### config.mk
export PLATFORM = sky130hd
export DESIGN_NAME = binary_to_decimal_ascii_unit
export DESIGN_NICKNAME = d
export VERILOG_FILES = /design/src/design/b2d_pkg.sv /design/src/design/b2d_dabble.sv /design/src/design/binary_to_decimal_ascii_unit.sv
export SDC_FILE = /design/constraint.sdc
export NUM_CORES = 1
export LEC_CHECK = 0
export BUFFER_PORTS_ARGS = -buffer_cell sky130_fd_sc_hd__buf_2
export CAP_MARGIN = 20
export CORE_UTILIZATION = 40
export DETAILED_ROUTE_END_ITERATION = 8
export PLACE_DENSITY_LB_ADDON = 0.12
export SETUP_SLACK_MARGIN = 0.4
export SKIP_CTS_REPAIR_TIMING = 1
export SLEW_MARGIN = 20
export SYNTH_ARGS = -nofsm -noshare
export SYNTH_HDL_FRONTEND = slang
export SYNTH_HIERARCHICAL = 1
export SYNTH_SLANG_ARGS = --single-unit
### constraint.sdc
create_clock -name clk_i -period 3.4 [get_ports clk_i]
set_clock_uncertainty 0.1 [all_clocks]
set_input_delay 0.17 -clock clk_i [delete_from_list [all_inputs] [get_ports clk_i]]
set_output_delay 0.17 -clock clk_i [all_outputs]
set_load 0.02 [all_outputs]
### src/design/b2d_pkg.sv
// Shared constants, types and helpers of the binary to decimal ASCII unit.
package b2d_pkg;

  // Width of the binary value that is converted.
  localparam int unsigned VALUE_BITS = 64;

  // Decimal digits that the largest value needs: ceil(VALUE_BITS * log10(2)).
  localparam int unsigned NUM_DIGITS = ((VALUE_BITS * 1233) >> 12) + 1;
  localparam int unsigned BCD_BITS   = 4 * NUM_DIGITS;

  // Counter widths for the bit loop and the digit loop.
  localparam int unsigned BIT_CNT_W  = $clog2(VALUE_BITS + 1);
  localparam int unsigned DIG_CNT_W  = $clog2(NUM_DIGITS + 1);

  // Stream payload widths.
  localparam int unsigned IN_DATA_W  = 64;
  localparam int unsigned OUT_DATA_W = 8;
  localparam int unsigned CHAR_W     = 6;

  // ASCII code of the character '0'.
  localparam logic [CHAR_W-1:0] ASCII_ZERO = 6'd48;

  // Control states of the top level.
  typedef enum logic [1:0] {
    ST_IDLE,
    ST_CONV,
    ST_SKIP,
    ST_EMIT
  } state_e;

  // Double dabble correction of one BCD digit.
  function automatic logic [3:0] add3(input logic [3:0] digit);
    logic [3:0] res;
    res = (digit >= 4'd5) ? 4'(digit + 4'd3) : digit;
    return res;
  endfunction

endpackage

### src/design/b2d_dabble.sv
// Bit-serial double dabble: shifts a binary value into a BCD register, one bit per cycle.
module b2d_dabble import b2d_pkg::*; (
  input  logic                  clk_i,
  input  logic                  rst_ni,
  input  logic                  start_i,
  input  logic [VALUE_BITS-1:0] value_i,
  output logic                  done_o,
  output logic [BCD_BITS-1:0]   bcd_o
);

  logic [VALUE_BITS-1:0] val_q, val_d;
  logic [BCD_BITS-1:0]   bcd_q, bcd_d;
  logic [BCD_BITS-1:0]   corr;
  logic [BIT_CNT_W-1:0]  cnt_q, cnt_d;
  logic                  busy_q, busy_d;
  logic                  done_q, done_d;

  // Correct every digit that is five or more before the shift.
  always_comb begin
    for (int i = 0; i < NUM_DIGITS; i++) begin
      corr[4*i +: 4] = add3(bcd_q[4*i +: 4]);
    end
  end

  // Load on start, otherwise shift one bit per cycle while busy.
  always_comb begin
    val_d  = val_q;
    bcd_d  = bcd_q;
    cnt_d  = cnt_q;
    busy_d = busy_q;
    done_d = 1'b0;
    if (start_i) begin
      val_d  = value_i;
      bcd_d  = '0;
      cnt_d  = BIT_CNT_W'(VALUE_BITS);
      busy_d = 1'b1;
    end else if (busy_q) begin
      bcd_d = {corr[BCD_BITS-2:0], val_q[VALUE_BITS-1]};
      val_d = {val_q[VALUE_BITS-2:0], 1'b0};
      cnt_d = cnt_q - BIT_CNT_W'(1);
      if (cnt_q == BIT_CNT_W'(1)) begin
        busy_d = 1'b0;
        done_d = 1'b1;
      end
    end
  end

  // Control registers.
  always_ff @(posedge clk_i or negedge rst_ni) begin
    if (!rst_ni) begin
      busy_q <= 1'b0;
      done_q <= 1'b0;
      cnt_q  <= '0;
    end else begin
      busy_q <= busy_d;
      done_q <= done_d;
      cnt_q  <= cnt_d;
    end
  end

  // Data shift registers.
  always_ff @(posedge clk_i) begin
    val_q <= val_d;
    bcd_q <= bcd_d;
  end

  assign done_o = done_q;
  assign bcd_o  = bcd_q;

endmodule

### src/design/binary_to_decimal_ascii_unit.sv
// Top level of the binary to decimal ASCII unit: stream ports, digit emitter.
//
// The slave channel takes one unsigned 64-bit value per transaction on
// s_axis_tdata_i. The master channel returns its decimal text, most
// significant digit first, one ASCII character per transaction in
// m_axis_tdata_o; m_axis_tlast_o marks the least significant digit.
// Leading zeros are dropped; zero gives the single character '0'.
// One value is handled at a time: s_axis_tready_o is high only when idle.
// After acceptance the bit-serial double dabble converts the value,
// then leading zero digits are shifted out at one per cycle (up to 19
// of them), then digits leave at one per cycle while the sink is ready.
// Skipped and emitted digits always add up to twenty, so without stalls
// every item takes equally long whatever its length, set by the 64-bit
// serial shift loop and the twenty-digit output shifter. The next value
// is taken only after the last digit has left.
// If the sink stalls, the current digit holds on m_axis_tdata_o and the
// unit waits; nothing is lost. Reset returns the unit to idle and drops
// any item in progress.
module binary_to_decimal_ascii_unit import b2d_pkg::*; (
  input  logic                  clk_i,
  input  logic                  rst_ni,
  input  logic                  s_axis_tvalid_i,
  output logic                  s_axis_tready_o,
  input  logic [IN_DATA_W-1:0]  s_axis_tdata_i,   // [63:0] value
  output logic                  m_axis_tvalid_o,
  input  logic                  m_axis_tready_i,
  output logic [OUT_DATA_W-1:0] m_axis_tdata_o,   // [5:0] ascii_digit, [7:6] zero
  output logic                  m_axis_tlast_o
);

  state_e                state_q, state_d;
  logic [BCD_BITS-1:0]   dig_q, dig_d;
  logic [DIG_CNT_W-1:0]  rem_q, rem_d;
  logic                  start;
  logic                  conv_done;
  logic [BCD_BITS-1:0]   conv_bcd;
  logic [3:0]            top_digit;
  logic                  in_acc;
  logic                  out_acc;

  assign in_acc    = s_axis_tvalid_i && s_axis_tready_o;
  assign out_acc   = m_axis_tvalid_o && m_axis_tready_i;
  assign start     = in_acc;
  assign top_digit = dig_q[BCD_BITS-1 -: 4];

  // Serial converter.
  b2d_dabble u_dabble (
    .clk_i   (clk_i),
    .rst_ni  (rst_ni),
    .start_i (start),
    .value_i (s_axis_tdata_i[VALUE_BITS-1:0]),
    .done_o  (conv_done),
    .bcd_o   (conv_bcd)
  );

  // Next state: wait for conversion, skip leading zeros, emit digits.
  always_comb begin
    state_d = state_q;
    dig_d   = dig_q;
    rem_d   = rem_q;
    case (state_q)
      ST_IDLE: begin
        if (in_acc) begin
          state_d = ST_CONV;
        end
      end
      ST_CONV: begin
        if (conv_done) begin
          dig_d   = conv_bcd;
          rem_d   = DIG_CNT_W'(NUM_DIGITS);
          state_d = ST_SKIP;
        end
      end
      ST_SKIP: begin
        if (top_digit == 4'd0 && rem_q != DIG_CNT_W'(1)) begin
          dig_d = {dig_q[BCD_BITS-5:0], 4'd0};
          rem_d = rem_q - DIG_CNT_W'(1);
        end else begin
          state_d = ST_EMIT;
        end
      end
      ST_EMIT: begin
        if (out_acc) begin
          if (rem_q == DIG_CNT_W'(1)) begin
            state_d = ST_IDLE;
          end else begin
            dig_d = {dig_q[BCD_BITS-5:0], 4'd0};
            rem_d = rem_q - DIG_CNT_W'(1);
          end
        end
      end
      default: begin
        state_d = ST_IDLE;
      end
    endcase
  end

  // Control registers.
  always_ff @(posedge clk_i or negedge rst_ni) begin
    if (!rst_ni) begin
      state_q <= ST_IDLE;
      rem_q   <= '0;
    end else begin
      state_q <= state_d;
      rem_q   <= rem_d;
    end
  end

  // Digit shift register.
  always_ff @(posedge clk_i) begin
    dig_q <= dig_d;
  end

  // Stream outputs are decoded from the state and digit registers.
  assign s_axis_tready_o = (state_q == ST_IDLE);
  assign m_axis_tvalid_o = (state_q == ST_EMIT);
  assign m_axis_tdata_o  = {2'b00, CHAR_W'(ASCII_ZERO + {2'b00, top_digit})};
  assign m_axis_tlast_o  = (rem_q == DIG_CNT_W'(1));

endmodule

# Word-level counts from Yosys, hierarchy flattened
# Index checks and enable logic that the tools add are counted.
dict set report totals {
  register_bits 240
  latch_bits 0
  ramBits 0
  rom_bits 0
  inputBits 68
  output_inout_bits 11
  elab_cells 119
  n_memories 0
}
dict set report classes {
  add_sub_neg 23
  multipliers 0
  div_mod_pow 0
  order_cmp 20
  eq_ne 13
  shift 0
  mux 46
  bitwise 0
  n_reduce_logical 9
}
# operator count
set op_table {}
lappend op_table {{$mux 80} 4}
lappend op_table {{$pmux 80 s3} 1}
lappend op_table {{$mux 64} 2}
lappend op_table {{$ge 4x3->1 const B} 20}
lappend op_table {{$add 4x2->4 const B} 19}
lappend op_table {{$mux 4} 19}
lappend op_table {{$mux 5} 4}
lappend op_table {{$pmux 5 s3} 1}
lappend op_table {{$mux 7} 2}
lappend op_table {{$mux 2} 5}
lappend op_table {{$reduce_and 5->1} 2}
lappend op_table {{$ne 2x1->1 const B} 4}
lappend op_table {{$pmux 2 s4} 1}
lappend op_table {{$eq 7x1->1 const B} 1}
lappend op_table {{$sub 7x1->7 const B} 1}
lappend op_table {{$add 5x5->6 const A} 1}
lappend op_table {{$mux 1} 6}
lappend op_table {{$ne 2x2->1 const B} 3}
lappend op_table {{$eq 5x1->1 const B} 1}
lappend op_table {{$ne 5x1->1 const B} 1}
lappend op_table {{$sub 5x1->5 const B} 1}
lappend op_table {{$eq 2x2->1 const B} 2}
lappend op_table {{$logic_not 4->1} 1}
lappend op_table {{$add 3x2->3 const B} 1}
lappend op_table {{other kinds (6)} 8}

# Longest topological paths before layout
# Gate-level depths: netlist of run 1.
dict set report logic_depth {
  word_depth 4
  ltp_mapped 8
}

# Modules after synthesis
# Netlist of run 1, hierarchy kept.
# mod n_inst cells_each area_per_inst_um2 seq_area_each_um2
set by_module_without_submodules {}
lappend by_module_without_submodules {b2d_dabble 1 798 8092.8 3748.6}
lappend by_module_without_submodules {binary_to_decimal_ascii_unit 1 235 3948.8 2577.5}

# Worst setup path after synthesis of run 1
# OpenSTA, ideal clock, no wires.
dict set report synth_timing {
  path_type {register to register}
  start {register state_q[0]}
  end {register u_dabble.val_q[0], enable pin}
  setup_time_ps 418
  arrival_time_ps 2674
  t_required_ps 2882
  path_slack_ps 208
  stages_incl_launch_ff 8
  n_path_buf 2
  cell_sequence {dfrtp_1 -> inv_1 -> ha_1 -> and2_1 -> buf_2 -> buf_2 -> nor2_1 -> inv_1}
}
dict set report synth_between {
  elab_chain_len 3
}
# element line
set synth_rtl {}
lappend synth_rtl {{start: declaration} binary_to_decimal_ascii_unit.sv:31} ;# state_e state_q, state_d;
lappend synth_rtl {{start signal: assignment} binary_to_decimal_ascii_unit.sv:104} ;# state_q <= state_d;
lappend synth_rtl {{$logic_not 2->1} binary_to_decimal_ascii_unit.sv:115} ;# assign s_axis_tready_o = (state_q == ST_IDLE);
lappend synth_rtl {{named net s_axis_tready_o} binary_to_decimal_ascii_unit.sv:23} ;# output logic s_axis_tready_o,
lappend synth_rtl {{$logic_and 1x1->1} binary_to_decimal_ascii_unit.sv:41} ;# assign in_acc = s_axis_tvalid_i && s_axis_tready_o;
lappend synth_rtl {{named net in_acc} binary_to_decimal_ascii_unit.sv:38} ;# logic in_acc;
lappend synth_rtl {{$reduce_bool 2->1 (no line)} --}
lappend synth_rtl {{end signal: assignment} b2d_dabble.sv:63} ;# val_q <= val_d;
lappend synth_rtl {{end: declaration} b2d_dabble.sv:11} ;# logic [VALUE_BITS-1:0] val_q, val_d;
# The timed path passes the listed nets, and every way through them passes these cells.
# A chain may end at the register's enable or synchronous reset.

# Worst setup path in the final report of run 1
dict set report layout_timing {
  start {register state_q[0]}
  end {register dig_q[37], enable pin}
}
dict set report layout_between {
  elab_chain_len 4
  elab_cells_between_ends 10
  classes_between {eq/ne: 7; reduce/logical: 3}
}
# element line
set layout_rtl {}
lappend layout_rtl {{$eq 2x2->1} {binary_to_decimal_ascii_unit.sv:61, binary_to_decimal_ascii_unit.sv:116}}
lappend layout_rtl {{$logic_and 1x1->1} binary_to_decimal_ascii_unit.sv:42} ;# assign out_acc = m_axis_tvalid_o && m_axis_tready_i;
lappend layout_rtl {{$ne 2x1->1 (no line)} --}
lappend layout_rtl {{$reduce_and 5->1 (no line) (*)} --}
lappend layout_rtl {{end signal: assignment} binary_to_decimal_ascii_unit.sv:111} ;# dig_q <= dig_d;
lappend layout_rtl {{end: declaration} binary_to_decimal_ascii_unit.sv:32} ;# logic [BCD_BITS-1:0] dig_q, dig_d;
# Mark *: on every way between the ends. The rest lies on a longest branch, timed or not.

==> qor.txt, run 1 <==
number of diodes = 0
GRT Total Usage = 0.150
DRC = 0
share of layout cells above drive strength 1 = 0.266
period utilisation layout = 0.729
cell taking the most area after synthesis = edfxtp_1
placed cell areas = 12,800 um^2
synth unique cells = 63
critical path, cell by cell = ha_1 > a221oi_1 > o21a_4 > buf_4
die area = 30,800 um^2
Worst Setup End Kind = flip-flop
largest net degree at the start of global routing = 89
sequential fraction of the synthesis area = 0.525
Vias = 8,114
setup violators final = 0
Slew Viols, Final = 0
design area = 14,300 um^2
critical path's largest stage delay = 590 ps
clk sinks = 240
CTS tree = built
Initial Util = 0.406
Ys Warns = 6
Power Density = 417 nW/um^2
max_cap viols = 0
Leak = 0.00486 uW
slowest CP cell = a221oi_1
Post-synth EDFFs = 144
die span in x = 176 um
routability congestion estimate = 0.745
final WL = 23.4 mm
CP Launch Type = flip-flop
worst-margin pin slew = 625 ps
Critical Path RT = 3520 ps
share of the synthesized area in the top cell type = 0.359
CP arrival = 2600 ps
Max VDD drop = 0.352 mV
CTS Buffer Depth = 3
area of the mapped netlist = 12,000 um^2
Reg2Reg Setup Slack = 920 ps
Nets = 1,277
hold_ws = -2.33 ps
Mapped Cells = 1,033
dpl hpwl = 14.5 mm
HP Class = in -> async
wire per inst = 14.9 um
Final ANT Viol Nets = 0
vias in the first global route = 7,721
outcome = finished with violations
Final Hold Violating Endpoints = 5
Fmax = 0.404 GHz
global route overflow = 0
RSZ-0062 raised after global routing = false
Worst-path clk slew = 60 ps
Vias/cell = 5.16
first-pass GRT wire length = 38.7 mm
commonest non-fill, non-tap cell in the layout = edfxtp_1
IO buf count = 74
placed insts = 1,457
H-tree depth reported by CTS = 1
FP Rows = 63
Syn-to-layout area delta = 18.8%
top_reg_cell synth = edfxtp_1
Final Non-Filler Cells = 1,572
Clock Tree Root = clkbuf_16
top cells by area, synth = edfxtp_1, dfxtp_1, mux2_2
synthesized area per cell = 11.7 um^2
ys async rst share = 0.0667
core area = 29,600 um^2
cts bufs inserted = 27
Die Y-Extent = 176 um
antenna violations before repair = 0
failing checks = negative hold slack
Yosys reg bits = 240
crit path kind = reg -> reg
top-level I/O count = 79
commonest non-fill, non-tap cells in the layout = edfxtp_1, mux2_2, inv_1, dfxtp_1, buf_2
Clock Latency Late Sink = 530 ps
setup tns final = 0 ps
Worst slew margin = 0.583
fin crit period = 2480 ps
first-pass iteration count of the detailed router = 4
Crit Path Max Fanout = 24
Iteration-0 DRC Markers = 445
## Yosys cell counts (2+ instances only)
master,n
a311oi_2,18
xor2_1,2
a21bo_2,3
nor2_1,50
edfxtp_1,144
or3_1,18
nor3_1,21
a21oi_1,59
o32ai_1,19
and2_1,7
buf_4,14
a21bo_1,15
conb_1,2
mux2_4,2
o21ai_1,36
o21ai_0,43
dfxtp_1,80
o22ai_1,19
nand4_1,20
nand2b_1,2
inv_1,91
nand4b_1,2
o211ai_1,3
or4b_1,2
o311ai_0,2
xnor2_1,4
nand2_1,40
mux2_2,140
ha_1,48
nor3b_1,2
o22a_2,16
a31oi_1,2
dfrtp_1,16
nand3_1,23
buf_2,39
o22a_1,2
## worst max-delay path: cells and delay by family (launching register included)
kind,cells,cell delay [ps]
fa+ha+maj,1,320
flops,1,400
compound gates,2,1060
buf+inv,1,290
## cells by family after synthesis
family	Yosys count	share of synthesized area
adder cells (fa/ha/maj)	48	0.0499
flip-flops	240	0.525
multiplexers	143	0.134
AND/OR/NAND/NOR	200	0.0857
buffers and inverters	146	0.0539
XOR/XNOR	6	0.00436
other	2	0.000624
AO/OA/AOI/OAI	248	0.146
## area by class of cell
type                       count  area (um^2)
fill                        2699        15300
sequential                   240         6330
multi-input combinational    649         5080
timing repair buffer         152         1220
clock buffer                  42          752
tap                          390          488
inverter                      91          345
clock inverter                 8         91.3
## routing by layer
metal,track usage,up-vias,wire length (um)
li1,-,4083,-
met3,0.0288,28,718
met1,0.201,3897,11100
met5,0,-,0
met2,0.249,106,11100
met4,0.0380,0,435
## final timing paths
| kind | cells after the start | from | to |
|---|---|---|---|
| max in group asynchronous | 2 | rst_ni | u_dabble/busy_q |
| min | 2 | rst_ni | u_dabble/cnt_q[6] |
| min in group clk_i | 5 | s_axis_tvalid_i | state_q[0] |
| min reg2reg | 2 | u_dabble/bcd_o[79] | u_dabble/bcd_o[79] |
| max | 4 | state_q[0] | dig_q[37] |
| max reg2reg | 4 | state_q[0] | dig_q[37] |
## registers in the layout (all words and copies together), names as in the netlist
register         flops
u_dabble/val_q      64
state_q              2
dig_q               80
u_dabble/cnt_q       7
u_dabble/done_o      1
u_dabble/bcd_o      80
u_dabble/busy_q      1
rem_q                5
## per-stage QoR
stage | power, uW | setup slack, ps | util
floorplan | 3120 | 506 | -
global placement | 3160 | 956 | 0.432
detailed placement | 3160 | 898 | 0.432
CTS | 6010 | 892 | 0.461
global route | 6170 | 698 | 0.483
finish | 5960 | 923 | 0.483
## where the power goes
group	leakage [uW]	switching [uW]	internal, uW
Clock	0.000410	1140	1670
Sequential	0.00162	0	3050
Combinational	0.00284	27.2	75.6
Note: power is estimated with default switching activity, not from simulation.
==> run 2: changes to the inputs <==
==> constraint.sdc (replaced) <==
create_clock -name clk_i -period 2 [get_ports clk_i]
set_clock_uncertainty 0.1 [all_clocks]
set_input_delay 0.1 -clock clk_i [delete_from_list [all_inputs] [get_ports clk_i]]
set_output_delay 0.1 -clock clk_i [all_outputs]
set_load 0.02 [all_outputs]
==> qor.txt, run 2 (same netlist as run 1, synthesis figures left out) <==
Worst R2R Start = state_q[1]
clk sinks = 240
register area = 6330 um^2
routability congestion estimate = 0.760
worst-margin pin slew = 806 ps
GRT Total Usage = 0.148
cts bufs inserted = 28
Worst-path clk slew = 60 ps
vias in the first global route = 7,615
part of the power in combinational logic = 0.018
largest net degree at the start of global routing = 62
Reg2Reg Setup Slack = 30 ps
Worst slew margin = 0.461
crit path from = state_q[1]
Clock Tree Root = clkbuf_16
Crit Path Max Fanout = 8
design area = 15,900 um^2
CP Launch Type = flip-flop
share of layout cells above drive strength 1 = 0.330
Stages on worst setup path = 7
placed cell areas = 13,000 um^2
Fmax = 0.508 GHz
Initial Util = 0.406
DRC = 0
commonest non-fill, non-tap cell in the layout = edfxtp_1
CTS Buffer Depth = 3
Final Hold Violating Endpoints = 0
Vias/cell = 5.24
cell-internal power = 8040 uW
CP arrival = 2310 ps
first-pass iteration count of the detailed router = 5
IO buf count = 74
top-level I/O count = 79
reg2reg path depth = 7
CTS tree = built
Leak = 0.00603 uW
die area = 30,800 um^2
antenna violations before repair = 1
placed insts = 1,479
Fillers = 2,533
Power Density = 636 nW/um^2
CP delay by family, top = simple AND/OR/NAND/NOR gates
core area = 29,600 um^2
period utilisation layout = 0.985
slowest CP cell = dfrtp_2
global route overflow = 0
FP Rows = 63
Hold Startpoint = s_axis_tvalid_i
Psw = 2060 uW
outcome = finished clean
critical path's largest stage delay = 440 ps
Final ANT Viol Nets = 0
crit path kind = reg -> reg
Clock Latency Late Sink = 530 ps
wire per inst = 16.4 um
commonest non-fill, non-tap cells in the layout = edfxtp_1, mux2_4, inv_1, dfxtp_1, buf_2
Slew Viols, Final = 0
switching share of power = 0.204
number of diodes = 0
Clock Power Share = 0.468
RSZ-0062 raised after global routing = true
first-pass GRT wire length = 38.2 mm
Vias = 8,574
Critical Path RT = 2340 ps
final WL = 26.9 mm
Iteration-0 DRC Markers = 459
Nets = 1,339
Worst Setup End Kind = flip-flop
HP Class = in -> reg
critical path, cell by cell = inv_2 > ha_4 > and2_4 > and2b_4 > clkbuf_16 > a21bo_1 > o32ai_2
area of the multi-input gates = 5770 um^2
setup violators final = 0
Hold Path Depth = 5
worst path bufs/invs = 2
Die Y-Extent = 176 um
Max VDD drop = 0.696 mV
sequential share of power = 0.514
Syn-to-layout area delta = 31.9%
H-tree depth reported by CTS = 1
die span in x = 176 um
fin crit period = 1970 ps
Final Non-Filler Cells = 1,635
max_cap viols = 0
dpl hpwl = 14.6 mm
-- run 2: worst min-delay path, stage by stage --
cell       delay [ps]
buf_2             140
inv_1              60
a222oi_1           70
o21ai_1           140
a2bb2oi_1          90
-- run 2: cell type report --
class | instances | area share
sequential | 240 | 0.399
clock inverter | 12 | 0.00370
clock buffer | 40 | 0.0495
timing repair buffer | 210 | 0.132
inverter | 91 | 0.0219
tap | 390 | 0.0307
multi-input combinational | 652 | 0.363
-- run 2: final timing paths --
kind	to
max in group asynchronous	u_dabble/busy_q
min	state_q[0]
max	u_dabble/bcd_o[73]
min reg2reg	u_dabble/bcd_o[79]
max reg2reg	u_dabble/bcd_o[73]
min in group asynchronous	u_dabble/cnt_q[1]
-- run 2: through the flow --
step	total power, uW	setup WS, ps	hold slack (ps)	setup TNS (ps)	util
2_1_floorplan	5310	-558	-296	-69970	-
6_report	10100	29.9	11.3	0	0.536
3_3_place_gp	5370	52.0	-46.7	0	0.440
4_1_cts	10100	21.2	-620	0	0.469
3_5_place_dp	5370	30.7	-49.3	0	0.440
5_1_grt	10400	-44.6	38.0	-1890	0.536
-- run 2: power by group through the flow --
stage	Clock, uW	Sequential [uW]	Combinational, uW
finish	4730	5190	186
global route	5060	5180	200
CTS	4860	5190	76.9
detailed placement	0	5290	76.6
global placement	0	5290	75.7
floorplan	0	5290	14.7
-- run 2: routing by layer --
metal,GRT usage,part of all wire
met4,0.0351,0.016
met2,0.227,0.46
met5,0,0
met1,0.216,0.49
met3,0.0273,0.033
